==> config.mk <==
export PLATFORM = sky130hd
export DESIGN_NAME = gcd_lcm_unit
export DESIGN_NICKNAME = d
export VERILOG_FILES = /design/src/hdl/glu_pkg.sv /design/src/hdl/glu_alu.sv /design/src/hdl/glu_datapath.sv /design/src/hdl/glu_ctrl.sv /design/src/hdl/gcd_lcm_unit.sv
export SDC_FILE = /design/constraint.sdc
export NUM_CORES = 1
export LEC_CHECK = 0
export BUFFER_PORTS_ARGS = -buffer_cell sky130_fd_sc_hd__buf_2
export CORE_MARGIN = 5
export CORE_UTILIZATION = 55
export DETAILED_ROUTE_END_ITERATION = 8
export MAX_ROUTING_LAYER = met4
export PLACE_DENSITY = 0.77
export SYNTH_ARGS = -nofsm -noshare
export SYNTH_HDL_FRONTEND = slang
export SYNTH_HIERARCHICAL = 1
export SYNTH_SLANG_ARGS = --single-unit
==> constraint.sdc <==
create_clock -name clk -period 7.71 [get_ports clk]
set_input_delay 0.3855 -clock clk [delete_from_list [all_inputs] [get_ports clk]]
set_output_delay 0.3855 -clock clk [all_outputs]
set_load 0.02 [all_outputs]
==> src/hdl/glu_pkg.sv <==
// ----------------------------------------------------------------------------
// glu_pkg: shared types and constants of the GCD / LCM unit
// Operand widths, sequencer states, datapath commands and status flags.
// ----------------------------------------------------------------------------
`default_nettype none

package glu_pkg;

    localparam int OPERAND_BITS = 31;
    localparam int WIDE_BITS    = 2 * OPERAND_BITS;
    localparam int CNT_BITS     = $clog2(OPERAND_BITS + 1);

    typedef enum logic [2:0] {
        ST_IDLE,
        ST_GCD,
        ST_SCALE,
        ST_DIV,
        ST_MUL,
        ST_DONE
    } glu_state_t;

    typedef enum logic [2:0] {
        DP_HOLD,
        DP_LOAD,
        DP_GCD,
        DP_SCALE,
        DP_DIV,
        DP_MUL,
        DP_OUT
    } glu_op_t;

    typedef struct packed {
        logic x_zero;
        logic y_zero;
        logic any_zero;
    } glu_status_t;

endpackage : glu_pkg

`default_nettype wire

==> src/hdl/glu_alu.sv <==
// ----------------------------------------------------------------------------
// glu_alu: shared adder / subtractor
// One add or subtract of OPERAND_BITS+1 bits; carry out flags a >= b on subtract.
// ----------------------------------------------------------------------------
`default_nettype none

module glu_alu
    import glu_pkg::*;
(
    input  wire logic [OPERAND_BITS:0] op_a,
    input  wire logic [OPERAND_BITS:0] op_b,
    input  wire logic                  sub,
    output logic      [OPERAND_BITS:0] res,
    output logic                       carry
);

    logic [OPERAND_BITS+1:0] sum;
    logic [OPERAND_BITS:0]   b_eff;

    always_comb
    begin
        b_eff = sub ? ~op_b : op_b;
        sum   = {1'b0, op_a} + {1'b0, b_eff} + {{(OPERAND_BITS+1){1'b0}}, sub};
        res   = sum[OPERAND_BITS:0];
        carry = sum[OPERAND_BITS+1];
    end

endmodule : glu_alu

`default_nettype wire

==> src/hdl/glu_datapath.sv <==
// ----------------------------------------------------------------------------
// glu_datapath: operand registers and step logic
// Binary GCD steps, restoring divide and shift-add multiply on one shared ALU.
// ----------------------------------------------------------------------------
`default_nettype none

module glu_datapath
    import glu_pkg::*;
(
    input  wire logic                    clk,
    input  wire glu_op_t                 op,
    input  wire logic [OPERAND_BITS-1:0] first_value,
    input  wire logic [OPERAND_BITS-1:0] second_value,
    output glu_status_t                  status,
    output logic      [OPERAND_BITS-1:0] divisor,
    output logic      [WIDE_BITS-1:0]    multiple
);

    logic [OPERAND_BITS-1:0] a_reg, a_next;
    logic [OPERAND_BITS-1:0] b_reg, b_next;
    logic [OPERAND_BITS-1:0] x_reg, x_next;
    logic [OPERAND_BITS-1:0] y_reg, y_next;
    logic [CNT_BITS-1:0]     k_reg, k_next;
    logic [OPERAND_BITS-1:0] g_reg, g_next;
    logic [OPERAND_BITS-1:0] r_reg, r_next;
    logic [OPERAND_BITS-1:0] q_reg, q_next;
    logic [OPERAND_BITS-1:0] hi_reg, hi_next;
    logic [OPERAND_BITS-1:0] div_reg, div_next;
    logic [WIDE_BITS-1:0]    mul_reg, mul_next;

    logic [OPERAND_BITS:0]   alu_a;
    logic [OPERAND_BITS:0]   alu_b;
    logic                    alu_sub;
    logic [OPERAND_BITS:0]   alu_res;
    logic                    alu_carry;
    logic [OPERAND_BITS:0]   mul_sum;
    logic [OPERAND_BITS-1:0] nz_val;
    logic                    any_zero;

    glu_alu u_alu
    (
        .op_a  (alu_a),
        .op_b  (alu_b),
        .sub   (alu_sub),
        .res   (alu_res),
        .carry (alu_carry)
    );

    assign any_zero        = (a_reg == '0) || (b_reg == '0);
    assign status.x_zero   = (x_reg == '0);
    assign status.y_zero   = (y_reg == '0);
    assign status.any_zero = any_zero;
    assign divisor         = div_reg;
    assign multiple        = mul_reg;

    always_comb
    begin
        alu_a   = {1'b0, x_reg};
        alu_b   = {1'b0, y_reg};
        alu_sub = 1'b1;
        case (op)
            DP_DIV:
            begin
                alu_a   = {r_reg, q_reg[OPERAND_BITS-1]};
                alu_b   = {1'b0, g_reg};
                alu_sub = 1'b1;
            end
            DP_MUL:
            begin
                alu_a   = {1'b0, hi_reg};
                alu_b   = {1'b0, b_reg};
                alu_sub = 1'b0;
            end
            default:
            begin
                alu_a   = {1'b0, x_reg};
                alu_b   = {1'b0, y_reg};
                alu_sub = 1'b1;
            end
        endcase
    end

    always_comb
    begin
        a_next   = a_reg;
        b_next   = b_reg;
        x_next   = x_reg;
        y_next   = y_reg;
        k_next   = k_reg;
        g_next   = g_reg;
        r_next   = r_reg;
        q_next   = q_reg;
        hi_next  = hi_reg;
        div_next = div_reg;
        mul_next = mul_reg;
        mul_sum  = q_reg[0] ? alu_res : {1'b0, hi_reg};
        nz_val   = (x_reg == '0) ? y_reg : x_reg;
        case (op)
            DP_LOAD:
            begin
                a_next = first_value;
                b_next = second_value;
                x_next = first_value;
                y_next = second_value;
                k_next = '0;
            end
            DP_GCD:
            begin
                if (x_reg != '0 && y_reg != '0)
                begin
                    if (!x_reg[0] && !y_reg[0])
                    begin
                        x_next = x_reg >> 1;
                        y_next = y_reg >> 1;
                        k_next = k_reg + CNT_BITS'(1);
                    end
                    else if (!x_reg[0])
                    begin
                        x_next = x_reg >> 1;
                    end
                    else if (!y_reg[0])
                    begin
                        y_next = y_reg >> 1;
                    end
                    else if (alu_carry)
                    begin
                        x_next = alu_res[OPERAND_BITS:1];
                    end
                    else
                    begin
                        x_next = y_reg;
                        y_next = x_reg;
                    end
                end
            end
            DP_SCALE:
            begin
                g_next  = nz_val << k_reg;
                r_next  = '0;
                q_next  = a_reg;
                hi_next = '0;
            end
            DP_DIV:
            begin
                r_next = alu_carry ? alu_res[OPERAND_BITS-1:0] : alu_a[OPERAND_BITS-1:0];
                q_next = {q_reg[OPERAND_BITS-2:0], alu_carry};
            end
            DP_MUL:
            begin
                hi_next = mul_sum[OPERAND_BITS:1];
                q_next  = {mul_sum[0], q_reg[OPERAND_BITS-1:1]};
            end
            DP_OUT:
            begin
                div_next = g_reg;
                mul_next = any_zero ? '0 : {hi_reg, q_reg};
            end
            default:
            begin
            end
        endcase
    end

    always_ff @(posedge clk)
    begin
        a_reg   <= a_next;
        b_reg   <= b_next;
        x_reg   <= x_next;
        y_reg   <= y_next;
        k_reg   <= k_next;
        g_reg   <= g_next;
        r_reg   <= r_next;
        q_reg   <= q_next;
        hi_reg  <= hi_next;
        div_reg <= div_next;
        mul_reg <= mul_next;
    end

endmodule : glu_datapath

`default_nettype wire

==> src/hdl/glu_ctrl.sv <==
// ----------------------------------------------------------------------------
// glu_ctrl: sequencer of the GCD / LCM unit
// Steps one request through GCD, scale, divide and multiply; owns both handshakes.
// ----------------------------------------------------------------------------
`default_nettype none

module glu_ctrl
    import glu_pkg::*;
(
    input  wire logic        clk,
    input  wire logic        rst_n,
    input  wire logic        in_valid,
    output logic             in_stall,
    output logic             out_valid,
    input  wire logic        out_stall,
    input  wire glu_status_t status,
    output glu_op_t          op
);

    localparam logic [CNT_BITS-1:0] LAST_STEP = CNT_BITS'(OPERAND_BITS - 1);

    glu_state_t          state_reg, state_next;
    logic [CNT_BITS-1:0] step_reg, step_next;
    logic                out_valid_reg, out_valid_next;

    always_ff @(posedge clk or negedge rst_n)
    begin
        if (!rst_n)
        begin
            state_reg     <= ST_IDLE;
            step_reg      <= '0;
            out_valid_reg <= 1'b0;
        end
        else
        begin
            state_reg     <= state_next;
            step_reg      <= step_next;
            out_valid_reg <= out_valid_next;
        end
    end

    assign out_valid = out_valid_reg;
    assign in_stall  = (state_reg != ST_IDLE);

    always_comb
    begin
        state_next     = state_reg;
        step_next      = step_reg;
        out_valid_next = out_valid_reg && out_stall;
        op             = DP_HOLD;
        case (state_reg)
            ST_IDLE:
            begin
                if (in_valid)
                begin
                    op         = DP_LOAD;
                    state_next = ST_GCD;
                end
            end
            ST_GCD:
            begin
                op = DP_GCD;
                if (status.x_zero || status.y_zero)
                begin
                    state_next = ST_SCALE;
                end
            end
            ST_SCALE:
            begin
                op         = DP_SCALE;
                step_next  = '0;
                state_next = status.any_zero ? ST_DONE : ST_DIV;
            end
            ST_DIV:
            begin
                op        = DP_DIV;
                step_next = step_reg + CNT_BITS'(1);
                if (step_reg == LAST_STEP)
                begin
                    step_next  = '0;
                    state_next = ST_MUL;
                end
            end
            ST_MUL:
            begin
                op        = DP_MUL;
                step_next = step_reg + CNT_BITS'(1);
                if (step_reg == LAST_STEP)
                begin
                    step_next  = '0;
                    state_next = ST_DONE;
                end
            end
            ST_DONE:
            begin
                if (!out_valid_reg || !out_stall)
                begin
                    op             = DP_OUT;
                    out_valid_next = 1'b1;
                    state_next     = ST_IDLE;
                end
            end
            default:
            begin
                state_next = ST_IDLE;
            end
        endcase
    end

endmodule : glu_ctrl

`default_nettype wire

==> src/hdl/gcd_lcm_unit.sv <==
// ----------------------------------------------------------------------------
// gcd_lcm_unit: greatest common divisor and least common multiple
// A request carries first_value and second_value; the result carries divisor
// (the GCD, zero only when both operands are zero) and multiple (the LCM at
// double width, zero when either operand is zero).
// Input channel in_valid / in_stall: a request is taken while in_stall is low,
// which is only when the sequencer is idle. Output channel out_valid /
// out_stall: the result sits in an output register until taken.
// Sequence: the accept step, a binary GCD, the scale step, then the divide
// and multiply steps on the shared adder, then the load of the output register.
// The divide and multiply are skipped when an operand is zero.
// One request is in flight at a time; the next is taken while the previous
// result still waits at the output. If the receiver stalls, the finished
// result holds in the datapath until the output register frees.
// Reset clears the sequencer and the output valid flag.
// ----------------------------------------------------------------------------
`default_nettype none

module gcd_lcm_unit
    import glu_pkg::*;
(
    input  wire logic                    clk,
    input  wire logic                    rst_n,
    input  wire logic                    in_valid,
    output logic                         in_stall,
    input  wire logic [OPERAND_BITS-1:0] first_value,
    input  wire logic [OPERAND_BITS-1:0] second_value,
    output logic                         out_valid,
    input  wire logic                    out_stall,
    output logic      [OPERAND_BITS-1:0] divisor,
    output logic      [WIDE_BITS-1:0]    multiple
);

    glu_op_t     op;
    glu_status_t status;

    glu_ctrl u_ctrl
    (
        .clk       (clk),
        .rst_n     (rst_n),
        .in_valid  (in_valid),
        .in_stall  (in_stall),
        .out_valid (out_valid),
        .out_stall (out_stall),
        .status    (status),
        .op        (op)
    );

    glu_datapath u_datapath
    (
        .clk          (clk),
        .op           (op),
        .first_value  (first_value),
        .second_value (second_value),
        .status       (status),
        .divisor      (divisor),
        .multiple     (multiple)
    );

endmodule : gcd_lcm_unit

`default_nettype wire

==> results of run 1 <==
-- worst paths after layout --
check | slack, ns | cells past startpoint | start | to
max | 1.49 | 18 | u_ctrl/state_reg[0] | u_datapath/x_reg[29]
min | 0.03 | 1 | second_value[26] | u_datapath/b_reg[26]
max reg2reg | 1.49 | 18 | u_ctrl/state_reg[0] | u_datapath/x_reg[29]
min reg2reg | 0.46 | 0 | u_datapath/g_reg[29] | u_datapath/divisor[29]
max in group asynchronous | 7.30 | 2 | rst_n | u_ctrl/step_reg[2]
min in group asynchronous | 0.23 | 2 | rst_n | u_ctrl/state_reg[1]
-- worst register-to-register path: cells and delay by family, from the launching register on --
kind / cells / cell delay (ns)
adders and majority gates: 1 / 0.46
DFF: 1 / 0.72
muxes: 2 / 0.51
AOI/OAI and AO/OA: 9 / 2.46
and+or+nand+nor: 5 / 1.31
buffers and inverters: 1 / 0.49
-- timing repair --
| action | in CTS | in global routing |
|---|---|---|
| resized for setup | 0 | 0 |
| setup endpoints to repair | 0 | 0 |
| hold buffers | 11 | 1 |
| hold endpoints to repair | 19 | 1 |
-- cells by family after synthesis --
| kind of cell | count (synthesis) |
|---|---|
| compound gates | 405 |
| xor+xnor | 60 |
| fa+ha+maj | 38 |
| buf+inv | 148 |
| flops | 355 |
| mux | 274 |
| other cells | 1 |
| simple gates | 525 |
-- metrics by stage --
stage	setup WS, ns	utilization [%]
final	1.49	62.0
after global routing	0.871	62.0
after CTS	1.58	62.0
after detailed placement	1.61	58.3
after global placement	1.73	58.3
after floorplan	1.36	-
-- routing by layer --
layer / wire (µm) / share of wire, % / GRT usage [%] / vias to the layer above
met5: 0 / 0 / - / -
met4: 2090 / 3.4 / 9.20 / 0
met3: 5280 / 8.7 / 5.91 / 124
met2: 29400 / 48 / 47.9 / 761
met1: 23900 / 39 / 38.4 / 7536
li1: - / - / - / 6977
-- synthesized netlist by cell type (8+ instances only) --
cell type | count | share of area (%)
dfrtp_1 | 9 | 1.1
clkbuf_1 | 82 | 1.5
a31oi_1 | 36 | 1.1
nand4_1 | 14 | 0.43
mux4_2 | 27 | 3.0
o22ai_1 | 10 | 0.31
buf_1 | 23 | 0.43
a21o_1 | 21 | 0.78
nand2_1 | 210 | 3.9
nor2_1 | 145 | 2.7
inv_1 | 18 | 0.33
mux2i_1 | 239 | 12
xor2_1 | 42 | 1.8
a211oi_1 | 10 | 0.37
ha_1 | 37 | 2.3
nor4_1 | 31 | 0.96
edfxtp_1 | 346 | 51
xnor2_1 | 18 | 0.78
o211ai_1 | 8 | 0.30
nor3_1 | 17 | 0.42
o21ai_0 | 181 | 4.5
and2_1 | 69 | 2.1
a21oi_1 | 66 | 1.6
-- report_power, final --
part | total, W | leakage (nW) | internal [W] | switching, W
registers | 0.00274 | 3.34 | 0.00239 | 0.000344
logic | 0.00363 | 4.53 | 0.00134 | 0.00229
clock network | 0.00183 | 0.602 | 0.00104 | 0.000788
total | 0.00819 | 8.47 | 0.00477 | 0.00342
-- placed cells by master, fill, tap and decap left out, types with 5 or more instances in the layout --
cell / netlist / routed
xnor2_1: 18 / 18
a21o_1: 21 / 21
mux2i_1: 239 / 239
or3_1: 5 / 5
nor3_1: 17 / 17
o21ai_0: 181 / 181
a211o_1: 5 / 5
nor2b_1: 6 / 6
a21oi_1: 66 / 66
o21a_1: 7 / 7
nand4_1: 14 / 14
nor2_1: 145 / 145
a31oi_1: 36 / 36
and2_1: 69 / 69
o22ai_1: 10 / 10
edfxtp_1: 346 / 346
buf_4: 5 / 23
xor2_1: 42 / 42
a22oi_1: 7 / 7
nor4_1: 31 / 31
clkbuf_1: 82 / 6
nand2_1: 210 / 209
clkinv_1: 3 / 9
a211oi_1: 10 / 9
nand3_1: 7 / 7
ha_1: 37 / 37
dlygate4sd3_1: 0 / 12
buf_2: 7 / 160
inv_1: 18 / 18
clkinv_2: 0 / 9
clkbuf_16: 0 / 39
mux4_2: 27 / 27
o211ai_1: 8 / 8
dfrtp_1: 9 / 9
o21bai_1: 7 / 7
mux2_2: 7 / 7
o31ai_1: 6 / 6
-- area by class of cell --
cell class / instances / area [µm²] / area share, %
clock buffer: 45 / 998 / 4.42
clock inverter: 24 / 236 / 1.05
inverter: 23 / 86.3 / 0.382
multi-input combinational: 1303 / 8960 / 39.7
sequential: 355 / 10600 / 47.0
tap: 468 / 586 / 2.59
timing repair buffer: 196 / 1110 / 4.93
==> results.py, run 1 <==
metrics = {
    "sta": {
        "rsz0062_at_grt": "false",
        "slew_headroom_pct": 21.4,
        "hold-worst-slack_ns": 0.0296,
        "fin_skew_ns": 0.0285,
        "hold_violations": 0,
        "final-setup-viol-count": 0,
        "drv_slew": 0,
        "fmax_mhz": 161,
        "setup_tns_ns": 0,
        "fin_crit_sh_pct": 80.7,
        "tightestPinTransition_ns": 1.18,
        "fin_crit_ns": 6.22,
    },
    "clock_tree": {
        "cts-root-buf": "clkbuf_16",
        "clock_latency_ns": 0.57,
        "clockBufferDepth": 3,
        "tritoncts": "built",
        "post-cts-setup-buffers": 0,
        "clk_pin_slew_worst_paths_ns": 0.07,
        "htreeDepth": 2,
        "cts_sinks": 355,
        "numCtsBuffers": 39,
    },
    "cells_and_area": {
        "fin_cells": 2414,
        "nets": 2022,
        "drive_above_1_share_pct": 15.2,
        "fillers": 2997,
        "insertedDiodeCount": 0,
        "fin_area_um2": 22600,
        "syn_to_final_growth_pct": 12.0,
        "largest_register_ffs": 62,
    },
    "worst_setup_path": {
        "crit_chain": "nand2_1 -> o22ai_1 -> nand2b_4 -> o21ai_0 -> mux2i_1 -> fa_1 -> nor2b_1 -> o2111ai_1 -> a21o_1 -> a2111oi_0 -> nor2_1 -> o221ai_1 -> a21o_1 -> buf_4 -> mux2i_1 -> nor2_1 -> a21oi_1 -> o21ai_0",
        "cp-start-kind": "register",
        "path_buf_inv": 1,
        "criticalPathCategory": "reg2reg",
        "end_kind": "register",
        "slowest_delay_ns": 0.72,
        "crit_required_ns": 7.99,
        "cp_slowest_cell": "dfrtp_1",
        "cp.arrival_ns": 6.51,
        "worst-path-max-fanout": 64,
        "crit_family": "compound AO/OA/AOI/OAI gates",
    },
    "synth": {
        "synth_nets": 1910,
        "synth_compound_area_share_pct": 12.0,
        "synth_top_family_by_area": "multiplexers",
        "synth-simple-area-share_pct": 11.8,
        "synth-edff-count": 346,
        "synth_fa_ha_area_share_pct": 2.39,
        "ys_warn_count": 6,
        "synth_seq_area_share_pct": 52.6,
        "synthCells": 1806,
        "syn_avg_cell_area_um2": 11.2,
        "yosysUniqueCellTypes": 74,
        "synthFlopType": "edfxtp_1",
        "synth-seq-cells": 355,
        "synthMuxAreaShare_pct": 15.3,
        "synth-xor-area-share_pct": 2.60,
        "async_flop_share_pct": 2.54,
        "synthesis.area_um2": 20200,
    },
    "power_and_ir_drop": {
        "power_w": 0.00819,
        "p_per_area_nw_per_um2": 362,
        "ir_worst_vdd_mv": 0.257,
        "p_leak_nw": 8.47,
    },
    "detailed_routing": {
        "avgViaCountPerCell": 6.38,
        "drt-wirelength-per-cell_um": 25.1,
        "drt_iter0_markers": 1704,
        "route.antenna.remaining_nets": 0,
        "drt-total-wl_mm": 60.6,
        "vias": 15400,
        "drt_first_pass_iters": 8,
        "drc": 0,
    },
    "global_routing": {
        "grt_pass1_vias": 15000,
        "antenna_found_initial": 3,
        "track_usage_pct": 29.7,
        "grt_start_max_net_pins": 68,
        "gr-total-overflow": 0,
        "grt_pass1_wl_mm": 91.1,
    },
    "die": {
        "die_h_um": 202,
        "dieArea_um2": 40600,
        "start_util_pct": 55.4,
        "fp-row-count": 70,
        "fp.coreArea_um2": 36400,
        "io_pins": 161,
        "die_x_um": 202,
    },
    "place": {
        "dp_cells": 2333,
        "dp_hpwl_mm": 44.4,
        "io_buffers": 160,
        "placed_cell_area_um2": 21200,
        "gp_congestion": 1.00,
    },
    "worst_hold_path": {
        "hold_class": "in2reg",
    },
    "run": {
        "cap_violations": 0,
    },
    "run_status": {
        "outcome": "finished, final reports clean",
    },
}
(Power assumes the default switching activity.)
==> run 2: changes to the inputs <==
==> constraint.sdc (replaced) <==
create_clock -name clk -period 5.4 [get_ports clk]
set_input_delay 0.27 -clock clk [delete_from_list [all_inputs] [get_ports clk]]
set_output_delay 0.27 -clock clk [all_outputs]
set_load 0.02 [all_outputs]
==> results.py, run 2 (synthesis results as in run 1) <==
metrics = {
    "worst_setup_path": {
        "end_kind": "register",
        "cp-start-kind": "register",
        "r2r_cells": 19,
        "criticalPathCategory": "reg2reg",
        "worst-path-max-fanout": 31,
        "cp.arrival_ns": 5.48,
        "r2r_slack_ns": 0.18,
        "crit_required_ns": 5.66,
    },
    "detailed_routing": {
        "drt-wirelength-per-cell_um": 25.5,
        "drt-total-wl_mm": 64.1,
        "route.antenna.remaining_nets": 0,
        "avgViaCountPerCell": 6.28,
        "m1WireLength_mm": 25.2,
        "drc": 0,
        "top_layer_used": "met4",
        "vias": 15800,
        "wl_met3_mm": 5.39,
        "drt_first_pass_iters": 6,
        "drt_iter0_markers": 2053,
        "wl_met2_mm": 31.1,
    },
    "sta": {
        "fmax_mhz": 191,
        "hold_violations": 0,
        "fin_skew_ns": 0.0189,
        "tightestPinTransition_ns": 1.21,
        "slew_headroom_pct": 19.1,
        "fin_crit_sh_pct": 96.7,
        "fin_crit_ns": 5.22,
        "setup_tns_ns": 0,
        "final-setup-viol-count": 0,
        "drv_slew": 0,
    },
    "die": {
        "start_util_pct": 55.4,
        "die_x_um": 202,
        "fp-row-count": 70,
        "io_pins": 161,
        "die_h_um": 202,
        "fp.coreArea_um2": 36400,
        "dieArea_um2": 40600,
    },
    "clock_tree": {
        "cts_sinks": 355,
        "tritoncts": "built",
        "htreeDepth": 2,
        "clock_latency_ns": 0.56,
        "clk_pin_slew_worst_paths_ns": 0.06,
        "numCtsBuffers": 39,
        "cts-root-buf": "clkbuf_16",
        "clockBufferDepth": 3,
    },
    "global_routing": {
        "gr-total-overflow": 0,
        "grt_start_max_net_pins": 73,
        "antenna_found_initial": 3,
        "grt_pass1_vias": 15300,
        "grt_pass1_wl_mm": 96.0,
        "track_usage_pct": 31.6,
    },
    "place": {
        "dp_hpwl_mm": 46.0,
        "gp_congestion": 0.976,
        "placed_cell_area_um2": 21600,
        "io_buffers": 160,
    },
    "cells_and_area": {
        "fin_area_um2": 23600,
        "final_common_cell": "edfxtp_1",
        "final_cell_mix": "346 x edfxtp_1, 239 x mux2i_1, 209 x nand2_1",
        "syn_to_final_growth_pct": 16.7,
        "largest_register_ffs": 62,
        "nets": 2122,
        "drive_above_1_share_pct": 16.6,
    },
    "power_and_ir_drop": {
        "p_per_area_nw_per_um2": 514,
        "ir_worst_vdd_mv": 0.494,
        "p_leak_nw": 8.95,
    },
    "worst_hold_path": {
        "hold_class": "in2async",
    },
    "run_status": {
        "outcome": "finished, final reports clean",
    },
    "run": {
        "cap_violations": 0,
    },
}
## run 2: final cells by class
type	count	area, µm²
repair buffers	296	2060
well taps	468	586
multi-input cells	1303	8970
inverters	23	86.3
diodes	2	5.00
clock inverters	20	185
flip-flops and latches	355	10600
clock buffers	50	1040
fillers	2857	12900
## run 2: power by group
group | total [W] | leakage (nW) | switching [W] | internal [W]
Combinational | 0.00558 | 5.02 | 0.00335 | 0.00223
Sequential | 0.00391 | 3.34 | 0.000492 | 0.00342
Clock | 0.00262 | 0.593 | 0.00112 | 0.00151
Total | 0.0121 | 8.95 | 0.00496 | 0.00715
## run 2: metrics by stage
stage	total power, W	hold slack, ns	util, %	setup slack (ns)	cells
after floorplan	0.00736	-0.0256	-	-0.0267	1806
after global placement	0.00934	0.138	59.3	0.295	2374
after detailed placement	0.00936	0.137	59.3	0.143	2374
after CTS	0.0120	0.0913	64.4	0.101	2508
after global routing	0.0127	0.112	64.6	-0.0485	2517
final	0.0121	0.106	64.6	0.178	2517
## run 2: final timing paths
path / end / start
setup / recovery: u_datapath/x_reg[3] / u_ctrl/state_reg[2]
hold / removal: u_ctrl/step_reg[3] / rst_n
hold reg to reg: u_datapath/divisor[17] / u_datapath/g_reg[17]
setup reg to reg: u_datapath/x_reg[3] / u_ctrl/state_reg[2]
min in group clk: u_ctrl/state_reg[0] / in_valid
max in group asynchronous: u_ctrl/state_reg[1] / rst_n
## run 2: metal layers
layer  vias to the layer above  global-route usage [%]
met5                         -                       -
met4                         0                    9.96
met3                       149                    5.04
met2                       871                    51.2
met1                      7614                    41.4
li1                       7175                       -
## run 2: repair_timing
item,4_1_cts,5_1_grt
buffers inserted,0,7
endpoints found under the setup margin,0,41
resized for setup,0,8
hold endpoints to repair,74,0
hold buffers,64,0
## run 2: worst max-delay path, stage by stage (launching register included)
cell	delay [ns]
dfrtp_2	0.46
buf_12	0.15
a211oi_4	0.32
buf_4	0.19
buf_4	0.28
mux2i_1	0.45
o21ai_0	0.17
xor2_1	0.17
ha_1	0.39
nand4_1	0.18
or3_1	0.37
a2111oi_0	0.33
nor2_1	0.17
o221ai_1	0.20
a21o_1	0.23
buf_12	0.26
mux2i_1	0.22
nor2_1	0.05
a21oi_1	0.15
o21ai_0	0.12
==> run 3: changes to the inputs <==
--- a/config.mk
+++ b/config.mk
@@ -13,5 +13,4 @@
 export PLACE_DENSITY = 0.77
 export SYNTH_ARGS = -nofsm -noshare
 export SYNTH_HDL_FRONTEND = slang
-export SYNTH_HIERARCHICAL = 1
 export SYNTH_SLANG_ARGS = --single-unit
==> results.py, run 3 <==
metrics = {
    "global_routing": {
        "grt_pass1_vias": 15100,
        "antenna_found_initial": 1,
        "busiest_layer": "met2",
        "grtUsageMet2_pct": 50.5,
        "grt_start_max_net_pins": 98,
        "track_usage_pct": 34.1,
        "grtUsageMet3_pct": 5.90,
        "gr-total-overflow": 0,
        "grt_pass1_wl_mm": 97.2,
        "grtUsageMet1_pct": 48.9,
    },
    "detailed_routing": {
        "avgViaCountPerCell": 6.57,
        "drt_first_pass_iters": 6,
        "vias": 16000,
        "drt-total-wl_mm": 65.1,
        "drc": 0,
        "route.antenna.remaining_nets": 0,
        "drt-wirelength-per-cell_um": 26.7,
        "drt_iter0_markers": 2375,
    },
    "sta": {
        "fin_crit_sh_pct": 96.0,
        "drv_slew": 0,
        "hold_violations": 0,
        "fmax_mhz": 193,
        "slew_headroom_pct": 14.3,
        "setup_tns_ns": 0,
        "tightestPinTransition_ns": 1.28,
        "fin_crit_ns": 5.19,
        "final-setup-viol-count": 0,
        "fin_skew_ns": 0.0179,
        "rsz0062_at_grt": "false",
    },
    "place": {
        "gp_congestion": 1.06,
        "io_buffers": 160,
        "dp_cells": 2303,
        "dp_hpwl_mm": 47.5,
    },
    "clock_tree": {
        "tritoncts": "built",
        "clockBufferDepth": 3,
        "clk_pin_slew_worst_paths_ns": 0.06,
        "htreeDepth": 2,
        "cts-root-buf": "clkbuf_16",
        "clock_latency_ns": 0.56,
        "cts_sinks": 355,
        "numCtsBuffers": 38,
    },
    "worst_hold_path": {
        "hold_class": "in2async",
    },
    "worst_setup_path": {
        "criticalPathCategory": "reg2reg",
        "end_kind": "register",
        "worst-path-max-fanout": 46,
        "cp.arrival_ns": 5.57,
        "crit_required_ns": 5.78,
        "cp-start-kind": "register",
    },
    "cells_and_area": {
        "nets": 2052,
        "syn_to_final_growth_pct": 18.5,
        "insertedDiodeCount": 0,
        "final_common_cell": "edfxtp_1",
        "fin_cells": 2437,
        "final_cell_mix": "346 x edfxtp_1, 247 x nand2_1, 160 x buf_2",
        "largest_register_ffs": 62,
        "fillers": 2687,
        "drive_above_1_share_pct": 18.6,
    },
    "die": {
        "io_pins": 161,
        "fp.coreArea_um2": 34500,
        "fp-row-count": 68,
        "start_util_pct": 55.6,
        "die_x_um": 197,
        "dieArea_um2": 38700,
        "die_h_um": 197,
    },
    "synth": {
        "synth_seq_area_share_pct": 55.4,
        "synthFlopType": "edfxtp_1",
        "synth-edff-count": 346,
        "synthCells": 1719,
        "synth_top_area_share_pct": 54.2,
        "ys_warn_count": 0,
        "synth_nets": 1819,
        "syn_avg_cell_area_um2": 11.1,
        "synthesis.area_um2": 19200,
        "synthTopCellsByArea": "edfxtp_1 54%, mux2i_1 5.2%, nand2_1 4.8%, nor2_1 2.5%, a21oi_1 2.5%",
        "yosys-top-cells-count": "346 x edfxtp_1, 247 x nand2_1, 126 x nor2_1",
        "yosysMostFrequentCell": "edfxtp_1",
        "async_flop_share_pct": 2.54,
        "synth_top_cell_by_area": "edfxtp_1",
        "yosysUniqueCellTypes": 80,
        "synth-seq-cells": 355,
    },
    "power_and_ir_drop": {
        "ir_worst_vdd_mv": 0.260,
        "p_leak_nw": 8.72,
        "p_per_area_nw_per_um2": 325,
    },
    "run_status": {
        "outcome": "finished, final reports clean",
    },
    "run": {
        "cap_violations": 0,
    },
}
[run 3: kinds of logic (layout without fill, tap and decap cells)]
family	after synthesis	count (layout)	synth area share (%)
AO/OA/AOI/OAI	433	433	15.4
adder cells (fa/ha/maj)	34	34	2.26
XOR/XNOR	29	29	1.33
flip-flops	355	355	55.4
AND/OR/NAND/NOR	604	604	14.7
multiplexers	128	128	8.00
buffers and inverters	136	399	2.91
[run 3: per-layer routing]
layer  wire length, µm  share of wire (%)  up-vias
met5                 0                  0        -
met4              2370                3.6        0
met3              7400                 11      167
met2             28800                 44     1120
met1             26500                 41     7732
li1                  -                  -     6995
[run 3: critical path, stage by stage, from the launching register on]
cell and delay [ns]:
dfrtp_1 0.50, buf_4 0.21, nor3b_2 0.45, nor2_4 0.19, buf_12 0.23, a221oi_1 0.47, ha_1 0.42, a21oi_1 0.25
o21ai_0 0.16, a221o_1 0.38, a21oi_1 0.24, o211ai_1 0.16, buf_4 0.17, a21bo_2 0.19, nand2_1 0.26, buf_4 0.36
a21boi_0 0.15, o22ai_1 0.21
[run 3: path summary, 6_finish.rpt]
path                                      start                      to  slack, ns  cells after the start
min in group clk                       in_valid    u_datapath.a_reg[12]       0.35                      3
max in group asynchronous                 rst_n      u_ctrl.step_reg[1]       5.04                      2
min                                       rst_n     u_ctrl.state_reg[1]       0.13                      2
max                         u_ctrl.state_reg[2]    u_datapath.x_reg[13]       0.21                     17
max reg2reg                 u_ctrl.state_reg[2]    u_datapath.x_reg[13]       0.21                     17
min reg2reg                u_datapath.g_reg[20]  u_datapath.divisor[20]       0.49                      0
[run 3: power breakdown]
group	internal [W]	switching (W)
logic	0.000571	0.000803
clock network	0.00150	0.00113
registers	0.00322	0.000155
total	0.00529	0.00209
[run 3: repair_timing]
action | CTS | global route
setup endpoints to repair | 0 | 17
buffers inserted | 0 | 0
endpoints found under the hold margin | 71 | 1
gates resized for setup | 0 | 2
hold buffers | 63 | 1
[run 3: cell type report]
cell class                 instances  area (µm²)  area share, %
sequential                       355       10600           46.7
inverter                          18        67.6          0.298
clock buffer                      46        1010           4.46
multi-input combinational       1228        8050           35.5
clock inverter                    24         236           1.04
tap                              455         569           2.51
timing repair buffer             311        2160           9.50
[run 3: through the flow]
stage	total power (W)	area [µm²]	utilization, %	setup WS (ns)	hold slack (ns)
after floorplan	0.00419	19200	-	0.185	-0.0256
after global placement	0.00473	20800	60.4	0.266	0.157
after detailed placement	0.00473	20800	60.4	0.242	0.162
after CTS	0.00736	22700	65.8	0.219	0.00231
after global routing	0.00764	22700	65.9	0.0237	0.139
final	0.00738	22700	65.9	0.214	0.131
